**src/rtl/core/sdra_pkg.sv**
```systemverilog
// Shared constants, types and a helper function for the space-depth reorder address block.
`default_nettype none

package sdra_pkg;

    // Field and register widths.
    localparam int STRIDE_W     = 4;
    localparam int DIM_W        = 11;
    localparam int POS_W        = 10;
    localparam int SUB_W        = 3;
    localparam int TILE_W       = 6;
    localparam int SIDE_OUT_W   = 14;
    localparam int CH_OUT_W     = 17;
    localparam int DATA_W       = 32;
    localparam int DEST_W       = 30;
    localparam int CFG_IDX_W    = 3;
    localparam int CFG_DATA_W   = 11;

    // Limits of the supported geometry.
    localparam int MAX_STRIDE   = 8;
    localparam int MAX_CHANNELS = 1024;
    localparam int MAX_SIDE     = 1024;

    // Iterative divider sizing: dividend is a clamped dimension, divisor is s or s*s.
    localparam int QUOT_W       = DIM_W;
    localparam int DIVR_W       = 7;
    localparam int DIV_CNT_W    = $clog2(QUOT_W);

    // Configuration register indexes.
    typedef enum logic [CFG_IDX_W-1:0] {
        REG_TILE_STRIDE  = 3'd0,
        REG_REVERSE_MODE = 3'd1,
        REG_IN_CHANNELS  = 3'd2,
        REG_IN_HEIGHT    = 3'd3,
        REG_IN_WIDTH     = 3'd4
    } cfg_reg_t;

    // Which dimension the shared divider is working on.
    typedef enum logic [1:0] {
        DIV_WIDTH  = 2'd0,
        DIV_HEIGHT = 2'd1,
        DIV_CHAN   = 2'd2
    } div_sel_t;

    // Commands from the controller to the datapath.
    typedef struct packed {
        logic     dirty_clr;
        logic     div_start;
        div_sel_t div_sel;
        logic     div_latch;
        logic     geom_load;
        logic     capture;
        logic     step_a;
        logic     step_b;
        logic     step_c;
        logic     out_load;
    } sdra_cmd_t;

    // Status from the datapath to the controller.
    typedef struct packed {
        logic dirty;
        logic div_busy;
        logic div_done;
        logic out_busy;
    } sdra_status_t;

    // A dimension of zero counts as one, anything above the limit saturates.
    function automatic logic [DIM_W-1:0] clamp_dim(input logic [DIM_W-1:0] v,
                                                   input logic [DIM_W-1:0] maxv);
        logic [DIM_W-1:0] r;
        begin
            if (v == '0)
            begin
                r = DIM_W'(1);
            end
            else if (v > maxv)
            begin
                r = maxv;
            end
            else
            begin
                r = v;
            end
            return r;
        end
    endfunction

endpackage

`default_nettype wire

```
**src/rtl/core/sdra_div.sv**
```systemverilog
// Restoring divider that produces one quotient bit per cycle.
`default_nettype none

module sdra_div
    import sdra_pkg::*;
(
    input  wire logic              clk,
    input  wire logic              rst_n,
    input  wire logic              start,
    input  wire logic [QUOT_W-1:0] dividend,
    input  wire logic [DIVR_W-1:0] divisor,
    output logic                   busy,
    output logic                   done,
    output logic [QUOT_W-1:0]      quotient,
    output logic [DIVR_W-1:0]      remainder
);

    localparam logic [DIV_CNT_W-1:0] CNT_LAST = DIV_CNT_W'(QUOT_W - 1);

    logic                 busy_reg, busy_next;
    logic                 done_reg, done_next;
    logic [DIV_CNT_W-1:0] cnt_reg, cnt_next;
    logic [QUOT_W-1:0]    quo_reg, quo_next;
    logic [DIVR_W-1:0]    rem_reg, rem_next;
    logic [DIVR_W-1:0]    divisor_reg, divisor_next;
    logic [DIVR_W:0]      trial;
    logic                 fits;

    // Shift in the next dividend bit and try to subtract the divisor.
    assign trial = {rem_reg, quo_reg[QUOT_W-1]};
    assign fits  = (trial >= {1'b0, divisor_reg});

    always_comb
    begin
        busy_next    = busy_reg;
        done_next    = 1'b0;
        cnt_next     = cnt_reg;
        quo_next     = quo_reg;
        rem_next     = rem_reg;
        divisor_next = divisor_reg;
        if (start)
        begin
            busy_next    = 1'b1;
            cnt_next     = '0;
            quo_next     = dividend;
            rem_next     = '0;
            divisor_next = divisor;
        end
        else if (busy_reg)
        begin
            quo_next = {quo_reg[QUOT_W-2:0], fits};
            rem_next = fits ? DIVR_W'(trial - {1'b0, divisor_reg}) : DIVR_W'(trial);
            cnt_next = cnt_reg + DIV_CNT_W'(1);
            if (cnt_reg == CNT_LAST)
            begin
                busy_next = 1'b0;
                done_next = 1'b1;
            end
        end
    end

    // Control state.
    always_ff @(posedge clk or negedge rst_n)
    begin
        if (!rst_n)
        begin
            busy_reg <= 1'b0;
            done_reg <= 1'b0;
            cnt_reg  <= '0;
        end
        else
        begin
            busy_reg <= busy_next;
            done_reg <= done_next;
            cnt_reg  <= cnt_next;
        end
    end

    // Working registers.
    always_ff @(posedge clk)
    begin
        quo_reg     <= quo_next;
        rem_reg     <= rem_next;
        divisor_reg <= divisor_next;
    end

    assign busy      = busy_reg;
    assign done      = done_reg;
    assign quotient  = quo_reg;
    assign remainder = rem_reg;

endmodule

`default_nettype wire

```
**src/rtl/core/sdra_datapath.sv**
```systemverilog
// Datapath: configuration registers, scan counters, index arithmetic and output register.
`default_nettype none

module sdra_datapath
    import sdra_pkg::*;
(
    input  wire logic                  clk,
    input  wire logic                  rst_n,
    input  wire logic                  cfg_write,
    input  wire logic [CFG_IDX_W-1:0]  cfg_index,
    input  wire logic [CFG_DATA_W-1:0] cfg_data,
    input  wire logic [DATA_W-1:0]     elem_value,
    input  wire sdra_cmd_t             cmd,
    output sdra_status_t               status,
    input  wire logic                  out_ready,
    output logic                       out_valid,
    output logic [DEST_W-1:0]          dest_index,
    output logic [DATA_W-1:0]          out_value,
    output logic                       map_last,
    output logic                       config_error
);

    // Configuration registers.
    logic [STRIDE_W-1:0] stride_reg;
    logic                reverse_reg;
    logic [DIM_W-1:0]    chan_cfg_reg;
    logic [DIM_W-1:0]    height_cfg_reg;
    logic [DIM_W-1:0]    width_cfg_reg;
    logic                dirty_reg;
    logic                cfg_hit;

    // Effective geometry.
    logic [STRIDE_W-1:0] s_eff;
    logic                stride_bad;
    logic [DIM_W-1:0]    c_dim, h_dim, w_dim;
    logic [DIVR_W-1:0]   sq;

    // Divider results kept for the whole map.
    div_sel_t            div_sel_reg;
    logic [QUOT_W-1:0]   wq_reg, hq_reg, cq_reg;
    logic                wrem_nz_reg, hrem_nz_reg, crem_nz_reg;
    logic                err_reg;
    logic [SIDE_OUT_W-1:0] oh_reg, ow_reg;

    logic [QUOT_W-1:0]   div_dividend;
    logic [DIVR_W-1:0]   div_divisor;
    logic                div_busy, div_done;
    logic [QUOT_W-1:0]   div_quo;
    logic [DIVR_W-1:0]   div_rem;

    // Scan counters and their divided forms.
    logic [POS_W-1:0] x_reg, x_next, y_reg, y_next, c_reg, c_next;
    logic [SUB_W-1:0] xsub_reg, xsub_next, ysub_reg, ysub_next;
    logic [POS_W-1:0] xt_reg, xt_next, yt_reg, yt_next;
    logic [POS_W-1:0] cm_reg, cm_next;
    logic [SUB_W-1:0] gsub_reg, gsub_next, gt_reg, gt_next;
    logic             x_wrap, y_wrap, c_wrap, xsub_wrap, ysub_wrap, cm_wrap, gsub_wrap;

    // Pipeline registers.
    logic [DATA_W-1:0]     value_reg;
    logic [TILE_W-1:0]     tile_reg;
    logic [SIDE_OUT_W-1:0] ox_reg, oy_reg;
    logic [POS_W-1:0]      chan_a_reg;
    logic                  last_reg;
    logic [CH_OUT_W-1:0]   oc_reg;
    logic [DEST_W-1:0]     t_reg;

    // Output register.
    logic                  out_valid_reg;
    logic [DEST_W-1:0]     dest_reg;
    logic [DATA_W-1:0]     out_value_reg;
    logic                  map_last_reg;
    logic                  config_error_reg;

    // A write to a listed register restarts the map.
    always_comb
    begin
        cfg_hit = 1'b0;
        if (cfg_write)
        begin
            case (cfg_index)
                REG_TILE_STRIDE, REG_REVERSE_MODE, REG_IN_CHANNELS,
                REG_IN_HEIGHT, REG_IN_WIDTH: cfg_hit = 1'b1;
                default:                     cfg_hit = 1'b0;
            endcase
        end
    end

    always_ff @(posedge clk or negedge rst_n)
    begin
        if (!rst_n)
        begin
            stride_reg     <= STRIDE_W'(2);
            reverse_reg    <= 1'b0;
            chan_cfg_reg   <= DIM_W'(1);
            height_cfg_reg <= DIM_W'(1);
            width_cfg_reg  <= DIM_W'(1);
        end
        else if (cfg_write)
        begin
            case (cfg_index)
                REG_TILE_STRIDE:  stride_reg     <= cfg_data[STRIDE_W-1:0];
                REG_REVERSE_MODE: reverse_reg    <= cfg_data[0];
                REG_IN_CHANNELS:  chan_cfg_reg   <= cfg_data[DIM_W-1:0];
                REG_IN_HEIGHT:    height_cfg_reg <= cfg_data[DIM_W-1:0];
                REG_IN_WIDTH:     width_cfg_reg  <= cfg_data[DIM_W-1:0];
                default:          ;
            endcase
        end
    end

    // The setup pass must run again after reset and after any write to a listed register.
    always_ff @(posedge clk or negedge rst_n)
    begin
        if (!rst_n)
        begin
            dirty_reg <= 1'b1;
        end
        else if (cfg_hit)
        begin
            dirty_reg <= 1'b1;
        end
        else if (cmd.dirty_clr)
        begin
            dirty_reg <= 1'b0;
        end
    end

    // Clamp stride and dimensions into the supported range.
    always_comb
    begin
        stride_bad = (stride_reg == '0) || (stride_reg > STRIDE_W'(MAX_STRIDE));
        if (stride_reg == '0)
        begin
            s_eff = STRIDE_W'(1);
        end
        else if (stride_reg > STRIDE_W'(MAX_STRIDE))
        begin
            s_eff = STRIDE_W'(MAX_STRIDE);
        end
        else
        begin
            s_eff = stride_reg;
        end
    end

    assign c_dim = clamp_dim(chan_cfg_reg, DIM_W'(MAX_CHANNELS));
    assign h_dim = clamp_dim(height_cfg_reg, DIM_W'(MAX_SIDE));
    assign w_dim = clamp_dim(width_cfg_reg, DIM_W'(MAX_SIDE));
    assign sq    = DIVR_W'(s_eff) * DIVR_W'(s_eff);

    // Operand selection for the shared divider.
    always_comb
    begin
        case (cmd.div_sel)
            DIV_WIDTH:
            begin
                div_dividend = w_dim;
                div_divisor  = DIVR_W'(s_eff);
            end
            DIV_HEIGHT:
            begin
                div_dividend = h_dim;
                div_divisor  = DIVR_W'(s_eff);
            end
            DIV_CHAN:
            begin
                div_dividend = c_dim;
                div_divisor  = sq;
            end
            default:
            begin
                div_dividend = w_dim;
                div_divisor  = DIVR_W'(s_eff);
            end
        endcase
    end

    sdra_div u_div (
        .clk       (clk),
        .rst_n     (rst_n),
        .start     (cmd.div_start),
        .dividend  (div_dividend),
        .divisor   (div_divisor),
        .busy      (div_busy),
        .done      (div_done),
        .quotient  (div_quo),
        .remainder (div_rem)
    );

    // Store each quotient and whether the division left a remainder.
    always_ff @(posedge clk)
    begin
        if (cmd.div_start)
        begin
            div_sel_reg <= cmd.div_sel;
        end
        if (cmd.div_latch)
        begin
            case (div_sel_reg)
                DIV_WIDTH:
                begin
                    wq_reg      <= div_quo;
                    wrem_nz_reg <= (div_rem != '0);
                end
                DIV_HEIGHT:
                begin
                    hq_reg      <= div_quo;
                    hrem_nz_reg <= (div_rem != '0);
                end
                DIV_CHAN:
                begin
                    cq_reg      <= div_quo;
                    crem_nz_reg <= (div_rem != '0);
                end
                default: ;
            endcase
        end
        if (cmd.geom_load)
        begin
            if (reverse_reg)
            begin
                err_reg <= stride_bad || crem_nz_reg;
                oh_reg  <= SIDE_OUT_W'(h_dim) * SIDE_OUT_W'(s_eff);
                ow_reg  <= SIDE_OUT_W'(w_dim) * SIDE_OUT_W'(s_eff);
            end
            else
            begin
                err_reg <= stride_bad || wrem_nz_reg || hrem_nz_reg;
                oh_reg  <= SIDE_OUT_W'(hq_reg);
                ow_reg  <= SIDE_OUT_W'(wq_reg);
            end
        end
    end

    // Wrap conditions of the scan position and its sub-counters.
    assign x_wrap    = (DIM_W'(x_reg) + DIM_W'(1)) >= w_dim;
    assign y_wrap    = (DIM_W'(y_reg) + DIM_W'(1)) >= h_dim;
    assign c_wrap    = (DIM_W'(c_reg) + DIM_W'(1)) >= c_dim;
    assign xsub_wrap = (STRIDE_W'(xsub_reg) + STRIDE_W'(1)) >= s_eff;
    assign ysub_wrap = (STRIDE_W'(ysub_reg) + STRIDE_W'(1)) >= s_eff;
    assign gsub_wrap = (STRIDE_W'(gsub_reg) + STRIDE_W'(1)) >= s_eff;
    assign cm_wrap   = (DIM_W'(cm_reg) + DIM_W'(1)) >= cq_reg;

    // Advance the scan in column, row, channel order.
    always_comb
    begin
        x_next    = x_reg;
        xsub_next = xsub_reg;
        xt_next   = xt_reg;
        y_next    = y_reg;
        ysub_next = ysub_reg;
        yt_next   = yt_reg;
        c_next    = c_reg;
        cm_next   = cm_reg;
        gsub_next = gsub_reg;
        gt_next   = gt_reg;
        if (cfg_hit)
        begin
            x_next    = '0;
            xsub_next = '0;
            xt_next   = '0;
            y_next    = '0;
            ysub_next = '0;
            yt_next   = '0;
            c_next    = '0;
            cm_next   = '0;
            gsub_next = '0;
            gt_next   = '0;
        end
        else if (cmd.step_a)
        begin
            if (x_wrap)
            begin
                x_next    = '0;
                xsub_next = '0;
                xt_next   = '0;
                if (y_wrap)
                begin
                    y_next    = '0;
                    ysub_next = '0;
                    yt_next   = '0;
                    if (c_wrap)
                    begin
                        c_next    = '0;
                        cm_next   = '0;
                        gsub_next = '0;
                        gt_next   = '0;
                    end
                    else
                    begin
                        c_next = c_reg + POS_W'(1);
                        if (cm_wrap)
                        begin
                            cm_next = '0;
                            if (gsub_wrap)
                            begin
                                gsub_next = '0;
                                gt_next   = gt_reg + SUB_W'(1);
                            end
                            else
                            begin
                                gsub_next = gsub_reg + SUB_W'(1);
                            end
                        end
                        else
                        begin
                            cm_next = cm_reg + POS_W'(1);
                        end
                    end
                end
                else
                begin
                    y_next = y_reg + POS_W'(1);
                    if (ysub_wrap)
                    begin
                        ysub_next = '0;
                        yt_next   = yt_reg + POS_W'(1);
                    end
                    else
                    begin
                        ysub_next = ysub_reg + SUB_W'(1);
                    end
                end
            end
            else
            begin
                x_next = x_reg + POS_W'(1);
                if (xsub_wrap)
                begin
                    xsub_next = '0;
                    xt_next   = xt_reg + POS_W'(1);
                end
                else
                begin
                    xsub_next = xsub_reg + SUB_W'(1);
                end
            end
        end
    end

    always_ff @(posedge clk or negedge rst_n)
    begin
        if (!rst_n)
        begin
            x_reg    <= '0;
            xsub_reg <= '0;
            xt_reg   <= '0;
            y_reg    <= '0;
            ysub_reg <= '0;
            yt_reg   <= '0;
            c_reg    <= '0;
            cm_reg   <= '0;
            gsub_reg <= '0;
            gt_reg   <= '0;
        end
        else
        begin
            x_reg    <= x_next;
            xsub_reg <= xsub_next;
            xt_reg   <= xt_next;
            y_reg    <= y_next;
            ysub_reg <= ysub_next;
            yt_reg   <= yt_next;
            c_reg    <= c_next;
            cm_reg   <= cm_next;
            gsub_reg <= gsub_next;
            gt_reg   <= gt_next;
        end
    end

    // Index pipeline: output coordinates, then channel, then two multiply-adds.
    always_ff @(posedge clk)
    begin
        if (cmd.capture)
        begin
            value_reg <= elem_value;
        end
        if (cmd.step_a)
        begin
            tile_reg <= TILE_W'(ysub_reg) * TILE_W'(s_eff) + TILE_W'(xsub_reg);
            last_reg <= x_wrap && y_wrap && c_wrap;
            if (reverse_reg)
            begin
                ox_reg     <= SIDE_OUT_W'(x_reg) * SIDE_OUT_W'(s_eff) + SIDE_OUT_W'(gsub_reg);
                oy_reg     <= SIDE_OUT_W'(y_reg) * SIDE_OUT_W'(s_eff) + SIDE_OUT_W'(gt_reg);
                chan_a_reg <= cm_reg;
            end
            else
            begin
                ox_reg     <= SIDE_OUT_W'(xt_reg);
                oy_reg     <= SIDE_OUT_W'(yt_reg);
                chan_a_reg <= c_reg;
            end
        end
        if (cmd.step_b)
        begin
            if (reverse_reg)
            begin
                oc_reg <= CH_OUT_W'(chan_a_reg);
            end
            else
            begin
                oc_reg <= CH_OUT_W'(tile_reg) * CH_OUT_W'(c_dim) + CH_OUT_W'(chan_a_reg);
            end
        end
        if (cmd.step_c)
        begin
            t_reg <= DEST_W'(oc_reg) * DEST_W'(oh_reg) + DEST_W'(oy_reg);
        end
    end

    // Output register: holds a finished result until it is transferred.
    always_ff @(posedge clk or negedge rst_n)
    begin
        if (!rst_n)
        begin
            out_valid_reg <= 1'b0;
        end
        else if (cmd.out_load)
        begin
            out_valid_reg <= 1'b1;
        end
        else if (out_ready)
        begin
            out_valid_reg <= 1'b0;
        end
    end

    always_ff @(posedge clk)
    begin
        if (cmd.out_load)
        begin
            dest_reg         <= err_reg ? '0 : (t_reg * DEST_W'(ow_reg) + DEST_W'(ox_reg));
            out_value_reg    <= value_reg;
            map_last_reg     <= last_reg;
            config_error_reg <= err_reg;
        end
    end

    assign status.dirty    = dirty_reg;
    assign status.div_busy = div_busy;
    assign status.div_done = div_done;
    assign status.out_busy = out_valid_reg && !out_ready;

    assign out_valid    = out_valid_reg;
    assign dest_index   = dest_reg;
    assign out_value    = out_value_reg;
    assign map_last     = map_last_reg;
    assign config_error = config_error_reg;

endmodule

`default_nettype wire

```
**src/rtl/core/sdra_ctrl.sv**
```systemverilog
// Controller state machine: setup divisions after configuration, then per-element sequencing.
`default_nettype none

module sdra_ctrl
    import sdra_pkg::*;
(
    input  wire logic         clk,
    input  wire logic         rst_n,
    input  wire logic         in_valid,
    output logic              in_ready,
    input  wire sdra_status_t status,
    output sdra_cmd_t         cmd
);

    typedef enum logic [8:0] {
        ST_IDLE  = 9'b000000001,
        ST_DIV_W = 9'b000000010,
        ST_DIV_H = 9'b000000100,
        ST_DIV_C = 9'b000001000,
        ST_GEOM  = 9'b000010000,
        ST_A     = 9'b000100000,
        ST_B     = 9'b001000000,
        ST_C     = 9'b010000000,
        ST_D     = 9'b100000000
    } state_t;

    state_t state_reg, state_next;

    assign in_ready = (state_reg == ST_IDLE) && !status.dirty;

    // Next state and command decode.
    always_comb
    begin
        state_next = state_reg;
        cmd        = '0;
        cmd.div_sel = DIV_WIDTH;
        case (state_reg)
            ST_IDLE:
            begin
                if (status.dirty)
                begin
                    cmd.dirty_clr = 1'b1;
                    cmd.div_start = 1'b1;
                    cmd.div_sel   = DIV_WIDTH;
                    state_next    = ST_DIV_W;
                end
                else if (in_valid)
                begin
                    cmd.capture = 1'b1;
                    state_next  = ST_A;
                end
            end
            ST_DIV_W:
            begin
                if (status.div_done)
                begin
                    cmd.div_latch = 1'b1;
                    cmd.div_start = 1'b1;
                    cmd.div_sel   = DIV_HEIGHT;
                    state_next    = ST_DIV_H;
                end
            end
            ST_DIV_H:
            begin
                if (status.div_done)
                begin
                    cmd.div_latch = 1'b1;
                    cmd.div_start = 1'b1;
                    cmd.div_sel   = DIV_CHAN;
                    state_next    = ST_DIV_C;
                end
            end
            ST_DIV_C:
            begin
                if (status.div_done)
                begin
                    cmd.div_latch = 1'b1;
                    state_next    = ST_GEOM;
                end
            end
            ST_GEOM:
            begin
                cmd.geom_load = 1'b1;
                state_next    = ST_IDLE;
            end
            ST_A:
            begin
                cmd.step_a = 1'b1;
                state_next = ST_B;
            end
            ST_B:
            begin
                cmd.step_b = 1'b1;
                state_next = ST_C;
            end
            ST_C:
            begin
                cmd.step_c = 1'b1;
                state_next = ST_D;
            end
            ST_D:
            begin
                if (!status.out_busy)
                begin
                    cmd.out_load = 1'b1;
                    state_next   = ST_IDLE;
                end
            end
            default:
            begin
                state_next = ST_IDLE;
            end
        endcase
    end

    always_ff @(posedge clk or negedge rst_n)
    begin
        if (!rst_n)
        begin
            state_reg <= ST_IDLE;
        end
        else
        begin
            state_reg <= state_next;
        end
    end

    // The divider is only started when it has finished its previous job.
    assert property (@(posedge clk) disable iff (!rst_n)
        cmd.div_start |-> !status.div_busy)
        else $error("divider started while busy");

    // No element is taken while a setup division is still running.
    assert property (@(posedge clk) disable iff (!rst_n)
        status.div_busy |-> !in_ready)
        else $error("input ready during setup division");

    // A division result is stored only right after the divider has worked.
    assert property (@(posedge clk) disable iff (!rst_n)
        cmd.div_latch |-> $past(status.div_busy))
        else $error("division result stored without a finished division");

endmodule

`default_nettype wire

```
**src/rtl/core/space_depth_reorder_address.sv**
```systemverilog
// Top level of the space-to-depth / depth-to-space address generator.
//
// Elements of one feature map arrive in channel, row, column order; each leaves with its
// linear index in the reorganized map (space to depth when reverse_mode is 0, depth to
// space when it is 1), its data word unchanged, a last-element mark and a configuration
// error flag. Each element passes through a coordinate stage, a channel stage, one
// multiply-add stage, then a second multiply-add into the output register; the block
// takes no new element until the previous one has been loaded into the output register,
// and a stalled output holds the following element in its final stage.
// After reset and after any write to a mapped register the block first runs a setup pass,
// three 11-bit divisions on one shared bit-serial divider, and takes no element
// until it ends. A write to a mapped register restarts the map.
`default_nettype none

module space_depth_reorder_address
    import sdra_pkg::*;
(
    input  wire logic                  clk,
    input  wire logic                  rst_n,
    input  wire logic                  cfg_write,
    input  wire logic [CFG_IDX_W-1:0]  cfg_index,
    input  wire logic [CFG_DATA_W-1:0] cfg_data,
    input  wire logic                  in_valid,
    output logic                       in_ready,
    input  wire logic [DATA_W-1:0]     elem_value,
    output logic                       out_valid,
    input  wire logic                  out_ready,
    output logic [DEST_W-1:0]          dest_index,
    output logic [DATA_W-1:0]          out_value,
    output logic                       map_last,
    output logic                       config_error
);

    sdra_cmd_t    cmd;
    sdra_status_t status;

    // Sequencing of setup and element transfers.
    sdra_ctrl u_ctrl (
        .clk      (clk),
        .rst_n    (rst_n),
        .in_valid (in_valid),
        .in_ready (in_ready),
        .status   (status),
        .cmd      (cmd)
    );

    // Counters, index arithmetic and result register.
    sdra_datapath u_datapath (
        .clk          (clk),
        .rst_n        (rst_n),
        .cfg_write    (cfg_write),
        .cfg_index    (cfg_index),
        .cfg_data     (cfg_data),
        .elem_value   (elem_value),
        .cmd          (cmd),
        .status       (status),
        .out_ready    (out_ready),
        .out_valid    (out_valid),
        .dest_index   (dest_index),
        .out_value    (out_value),
        .map_last     (map_last),
        .config_error (config_error)
    );

endmodule

`default_nettype wire

```
**config.mk**
```make
export PLATFORM = sky130hd
export DESIGN_NAME = space_depth_reorder_address
export DESIGN_NICKNAME = d
export VERILOG_FILES = /design/src/rtl/core/sdra_pkg.sv /design/src/rtl/core/sdra_div.sv /design/src/rtl/core/sdra_datapath.sv /design/src/rtl/core/sdra_ctrl.sv /design/src/rtl/core/space_depth_reorder_address.sv
export SDC_FILE = /design/constraint.sdc
export NUM_CORES = 2
export LEC_CHECK = 0
export BUFFER_PORTS_ARGS = -buffer_cell sky130_fd_sc_hd__buf_4
export CAP_MARGIN = 20
export CORE_MARGIN = 4
export CORE_UTILIZATION = 66
export CTS_BUF_LIST = sky130_fd_sc_hd__clkbuf_2
export DETAILED_ROUTE_END_ITERATION = 10
export PLACE_DENSITY = 0.91
export SKIP_LAST_GASP = 1
export SYNTH_ARGS = -nofsm -noshare
export SYNTH_HDL_FRONTEND = slang
export SYNTH_SLANG_ARGS = --single-unit
export TNS_END_PERCENT = 100
```
**constraint.sdc**
```tcl
create_clock -name clk -period 15.7 [get_ports clk]
set_clock_uncertainty 0.15 [all_clocks]
set_input_delay 1.57 -clock clk [delete_from_list [all_inputs] [get_ports clk]]
set_output_delay 1.57 -clock clk [all_outputs]
set_load 0.05 [all_outputs]
```
# Yosys cells after proc, flatten, opt, wreduce, memory -nomap -nowiden
# Index checks and enable logic that the tools add are counted.
[totals]
elab_cells = 271
register_bits = 407
input_bits = 51
output_inout_bits = 66
[op_classes]
n_mul = 9
mux = 107
add_sub_neg = 25
n_eq_ne = 23
magnitude_cmp = 12
reduce_logical = 43
[ops]
columns = ["cell", "n"]
rows = [
  ["$mux W10", 31],
  ["$mux W11", 10],
  ["$pmux W9 S8", 1],
  ["$mux W3", 23],
  ["$add A10 B1 Y10 const B", 6],
  ["$add A30 B14 Y30", 2],
  ["$mux W9", 6],
  ["$add A10 B1 Y11 const B", 4],
  ["$ge A11 B11 Y1", 4],
  ["$gt A11 B11 Y1 const B", 3],
  ["$logic_not A11 Y1", 3],
  ["$mux W4", 8],
  ["$mul A17 B14 Y30", 1],
  ["$mul A30 B14 Y30", 1],
  ["$add A14 B3 Y14", 2],
  ["$mul A10 B4 Y14", 2],
  ["$mul A11 B4 Y14", 2],
  ["$mux W1", 24],
  ["$pmux W11 S2", 1],
  ["$reduce_and A2 Y1", 10],
  ["$add A17 B10 Y17", 1],
  ["$mul A6 B11 Y17", 1],
  ["$add A3 B1 Y3 const B", 4],
  ["$add A3 B1 Y4 const B", 3],
  ["other kinds (42)", 66],
]

# Logic depth before layout (Yosys ltp)
[depth]
ltp_word = 11
ltp_mapped = 24
depth_no_buf = 22

# Hierarchy
# Synthesis repeated with hierarchy kept, for this count alone.
[hier_totals]
hier_cells = 4407
hier_area_um2 = 44296.2
[by_module_without_submodules]
columns = ["module", "seq_area_each_um2", "area_each_um2", "cells_per_inst", "n_inst"]
rows = [
  ["sdra_datapath", 10466.3, 41830.1, 4175, 1],
  ["sdra_div", 830.8, 1784.2, 160, 1],
  ["sdra_ctrl", 226.5, 681.9, 72, 1],
]

# Least setup slack after synthesis
# Ideal clock, no wire load.
[synth_timing]
path_kind = "reg2reg"
from = "reg u_datapath.ow_reg[0]"
to = "reg u_datapath.dest_reg[23], in the netlist u_datapath.dest_index[23] (data pin)"
setup_time_ns = 0.265
t_arrival_ns = 5.820
setup_slack_ns = 9.465
path_stages_with_launch = 22
path_cell_list = "edfxtp_1 clkbuf_1 clkbuf_1 and2_1 fa_1 inv_1 fa_1 inv_1 fa_1 inv_1 fa_1 inv_1 fa_1 fa_1 ha_1 a21o_1 a41o_1 o21a_1 a311o_1 a21o_1 a2111oi_2 nor3_1"
[synth_between]
elab_chain_len = 2
[synth_lines]
columns = ["item", "line_no", "text"]
rows = [
  ["start: declaration", "sdra_datapath.sv:43", "logic [SIDE_OUT_W-1:0] oh_reg, ow_reg;"],
  ["start signal: assignment", "sdra_datapath.sv:225", "ow_reg <= SIDE_OUT_W'(w_dim) * SIDE_OUT_W'(s_eff);"],
  ["start signal: assignment", "sdra_datapath.sv:231", "ow_reg <= SIDE_OUT_W'(wq_reg);"],
  ["$mul A30 B14 Y30", "sdra_datapath.sv:434", "dest_reg <= err_reg ? '0 : (t_reg * DEST_W'(ow_reg) + DEST_W'(ox_reg));"],
  ["$add A30 B14 Y30", "sdra_datapath.sv:434", ""],
  ["end signal: assignment", "sdra_datapath.sv:434", ""],
  ["end: declaration", "sdra_datapath.sv:70", "logic [DEST_W-1:0] dest_reg;"],
]
# Every way passes these cells.
# A chain may end at the register's enable or synchronous reset.

# Final worst setup path
[layout_timing]
from = "reg u_datapath.oc_reg[9]"
to = "reg u_datapath.t_reg[29] (data pin)"
[layout_between]
elab_chain_len = 2
[layout_lines]
columns = ["item", "line_no", "text"]
rows = [
  ["start: declaration", "sdra_datapath.sv:65", "logic [CH_OUT_W-1:0] oc_reg;"],
  ["start signal: assignment", "sdra_datapath.sv:400", "oc_reg <= CH_OUT_W'(chan_a_reg);"],
  ["start signal: assignment", "sdra_datapath.sv:404", "oc_reg <= CH_OUT_W'(tile_reg) * CH_OUT_W'(c_dim) + CH_OUT_W'(chan_a_reg);"],
  ["$mul A17 B14 Y30", "sdra_datapath.sv:409", "t_reg <= DEST_W'(oc_reg) * DEST_W'(oh_reg) + DEST_W'(oy_reg);"],
  ["$add A30 B14 Y30", "sdra_datapath.sv:409", ""],
  ["end signal: assignment", "sdra_datapath.sv:409", ""],
  ["end: declaration", "sdra_datapath.sv:66", "logic [DEST_W-1:0] t_reg;"],
]
# Every way passes these cells.

==> results.py <==
metrics = {
    "timing": {
        "maxSlewHeadroom_pct": 23.73,
        "drv_slew": 0,
        "tns_ns": 0,
        "fin_crit_sh_pct": 45.65,
        "rsz0062_at_grt": "false",
        "layout_setup_ws_ns": 8.533,
        "setup_viol": 0,
        "max_freq_mhz": 139.5,
        "worstMarginPinSlew_ns": 1.140,
        "hold_viol": 0,
        "finalCriticalPeriod_ns": 7.167,
    },
    "power_and_ir_drop": {
        "power.density_nw_per_um2": 119.6,
        "clock_power_share_pct": 14.4,
        "switchingPower_mw": 2.522,
        "power_frac_comb_pct": 57.9,
        "seq_power_share_pct": 27.7,
        "p_leak_nw": 22.68,
        "p_sw_share_pct": 45.14,
        "internal_power_mw": 3.065,
        "peakVddDrop_uv": 143.4,
    },
    "clock_tree": {
        "htree_levels": 3,
        "post_cts_buffers": 0,
        "clock-sinks": 407,
        "cts_tree": "done",
        "clock_path_buffers": 3,
        "cts_buffers": 104,
        "cts_root_buffer": "clkbuf_2",
        "clock_latency_ns": 1.20,
        "path_clk_slew_ns": 0.10,
    },
    "place": {
        "post-dp-hpwl_um": 81870,
        "port_buffers": 116,
        "pre_cts_slack_ns": 8.716,
        "placed_area_um2": 45660,
        "place_congestion": 0.9290,
    },
    "critical_path": {
        "slowest_stage": "a2111oi_0",
        "worst-path-buf-inv": 4,
        "crit_fanout": 14,
        "cp-start-kind": "flip-flop",
        "slowest_delay_ns": 0.87,
        "crit_family": "adder cells",
        "worstPathRequired_ns": 16.46,
        "r2r_setup_slack_ns": 8.53,
        "cp-end-kind": "flip-flop",
        "cpMostUsedCell": "fa_1",
        "worstPathCellList": "and2_1 > fa_1 > inv_1 > fa_1 > inv_1 > fa_1 > inv_1 > fa_1 > inv_1 > fa_1 > fa_1 > ha_1 > and4_1 > o211ai_1 > a2111oi_0 > nor4b_1 > o311ai_0 > a21oi_1 > xnor2_1",
        "critical_path_class": "flip-flop to flip-flop",
        "worstPathArrival_ns": 7.93,
    },
    "synth": {
        "synth_top_area_share_pct": 26.01,
        "synth_compound_area_share_pct": 6.669,
        "synth_cell_types": 82,
        "synth-simple-area-share_pct": 16.71,
        "ys.flop_type": "edfxtp_1",
        "yosysWarningCount": 0,
        "synth_edf_count": 273,
        "syn_area_per_cell_um2": 9.949,
        "muxShareOfSynthArea_pct": 2.468,
        "syn-cell-area_um2": 44110,
        "yosysSeqAreaShare_pct": 26.13,
        "netlist_instances": 4433,
        "yosysTopAreaCell": "fa_1",
        "synth_xor_area_share_pct": 3.574,
        "async_flop_share_pct": 31.20,
        "synth_seq_cells": 407,
        "synth_top_family_by_area": "adder cells",
        "synth_adder_area_share_pct": 36.96,
        "synth.area.top_cells": "fa_1 (26%), edfxtp_1 (19%), ha_1 (11%), dfrtp_1 (6.9%), inv_1 (5.9%)",
    },
    "floorplan": {
        "fp.dieH_um": 266.5,
        "dieArea_um2": 71030,
        "initial_core_util_pct": 66.85,
        "pin_count": 117,
        "die_w_um": 266.5,
        "coreArea_um2": 65980,
        "num_rows": 94,
    },
    "global_routing": {
        "antenna_found_initial": 4,
        "grt_max_degree": 95,
        "grt_pass1_vias": 34250,
        "grt_usage_pct": 30.41,
        "grt_overflow": 0,
        "grt_pass1_wl_um": 172500,
    },
    "flow_run": {
        "cap_violations": 0,
    },
    "route": {
        "vias_per_cell": 5.911,
        "dr_total_vias": 32320,
        "wl_um": 105400,
        "final_antenna_net_count": 0,
        "drtIter0Drc": 2979,
        "wire_per_inst_um": 19.27,
        "first_pass_iters": 6,
        "drc": 0,
    },
    "hold_path": {
        "hold_class": "flip-flop to flip-flop",
    },
    "status": {
        "status": "finished, final reports clean",
    },
    "final_layout": {
        "area_growth_pct": 5.932,
        "most-common-layout-cells": "inv_1 (697), fa_1 (573), nand2_1 (542)",
        "fin_area_um2": 46720,
        "drive_gt1_share_pct": 9.541,
        "finalNetCount": 5521,
        "layout_commonest_cell": "inv_1",
        "finish.utilization_pct": 70.81,
    },
}
what timing repair did:
action | CTS | global route
resized for setup | 0 | 0
endpoints found under the hold margin | 11 | 0
hold buffers | 1 | 0
Yosys cell counts (29+ instances only):
cell type    n
a211oi_1    29
dfrtp_1    121
and3_1      34
xnor2_1    136
clkbuf_1   159
mux2_2      86
xor2_1      44
edfxtp_1   273
inv_1      697
ha_1       386
and2_1     415
nand2_1    542
nor3_1      46
nor2b_1     54
o21ai_0    105
a21o_1      60
nand3_1     64
fa_1       573
a21oi_1    115
nor2_1     159
metal layers:
layer / GRT usage [%] / share of wire (%)
met5: 0 / 0
met4: 15.73 / 5.6
met3: 5.734 / 8.3
met2: 50.62 / 48
met1: 38.34 / 38
worst reg2reg max path, delay by kind of cell, from the launching register on:
kind	cells	cell delay (ns)
adders and majority gates	7	3.37
AOI/OAI and AO/OA	4	1.62
and+or+nand+nor	3	0.72
DFF	1	0.66
buffers and inverters	4	0.23
xor gates and xnor gates	1	0.14
power by group through the flow:
stage          sequential, mW  combinational (mW)  clock [mW]
2_1_floorplan            1.49                2.43           0
6_report                 1.55                3.23       0.807
3_5_place_dp             1.56                3.16           0
4_1_cts                  1.54                3.19       0.827
5_1_grt                  1.56                3.64       0.880
3_3_place_gp             1.55                3.01           0
cell families (layout without fill, tap and decap cells):
family | Yosys count | count (layout)
buffers and inverters | 876 | 1043
adders and majority gates | 959 | 959
DFF | 407 | 407
xor gates and xnor gates | 180 | 180
and+or+nand+nor | 1459 | 1459
muxes | 98 | 98
other | 1 | 4
AOI/OAI and AO/OA | 453 | 453
path summary, 6_finish.rpt:
kind	from	end	cells after the start
worst max-delay path	u_datapath.oc_reg[9]$_DFFE_PN_	u_datapath.t_reg[29]$_DFFE_PP_	19
worst min-delay path	u_datapath.value_reg[30]$_DFFE_PP_	u_datapath.out_value[30]$_DFFE_PP_	0
worst max register to register	u_datapath.oc_reg[9]$_DFFE_PN_	u_datapath.t_reg[29]$_DFFE_PP_	19
worst min register to register	u_datapath.value_reg[30]$_DFFE_PP_	u_datapath.out_value[30]$_DFFE_PP_	0
max in group asynchronous	rst_n	u_datapath.gsub_reg[1]$_DFFE_PN0P_	3
min in group asynchronous	rst_n	u_datapath.stride_reg[0]$_DFFE_PN0P_	2
layout make-up:
type                    count  area (µm²)
repair buffers            145        1091
clock buffers             149       745.7
fillers                  4466       19260
flip-flops and latches    407       11530
inverters                 702        2635
well taps                 864        1081
clock inverters            47       305.3
multi-input cells        3151       29330
diodes                      2       5.005
metrics by stage:
stage	instances	power [mW]	hold slack, ns
floorplan	4434	3.917	0.2503
global placement	5268	4.561	0.2505
detailed placement	5268	4.725	0.2545
CTS	5465	5.559	0.2431
global route	5467	6.075	0.2820
finish	5467	5.587	0.2749
No activity file was read; power rests on OpenSTA's default activity.
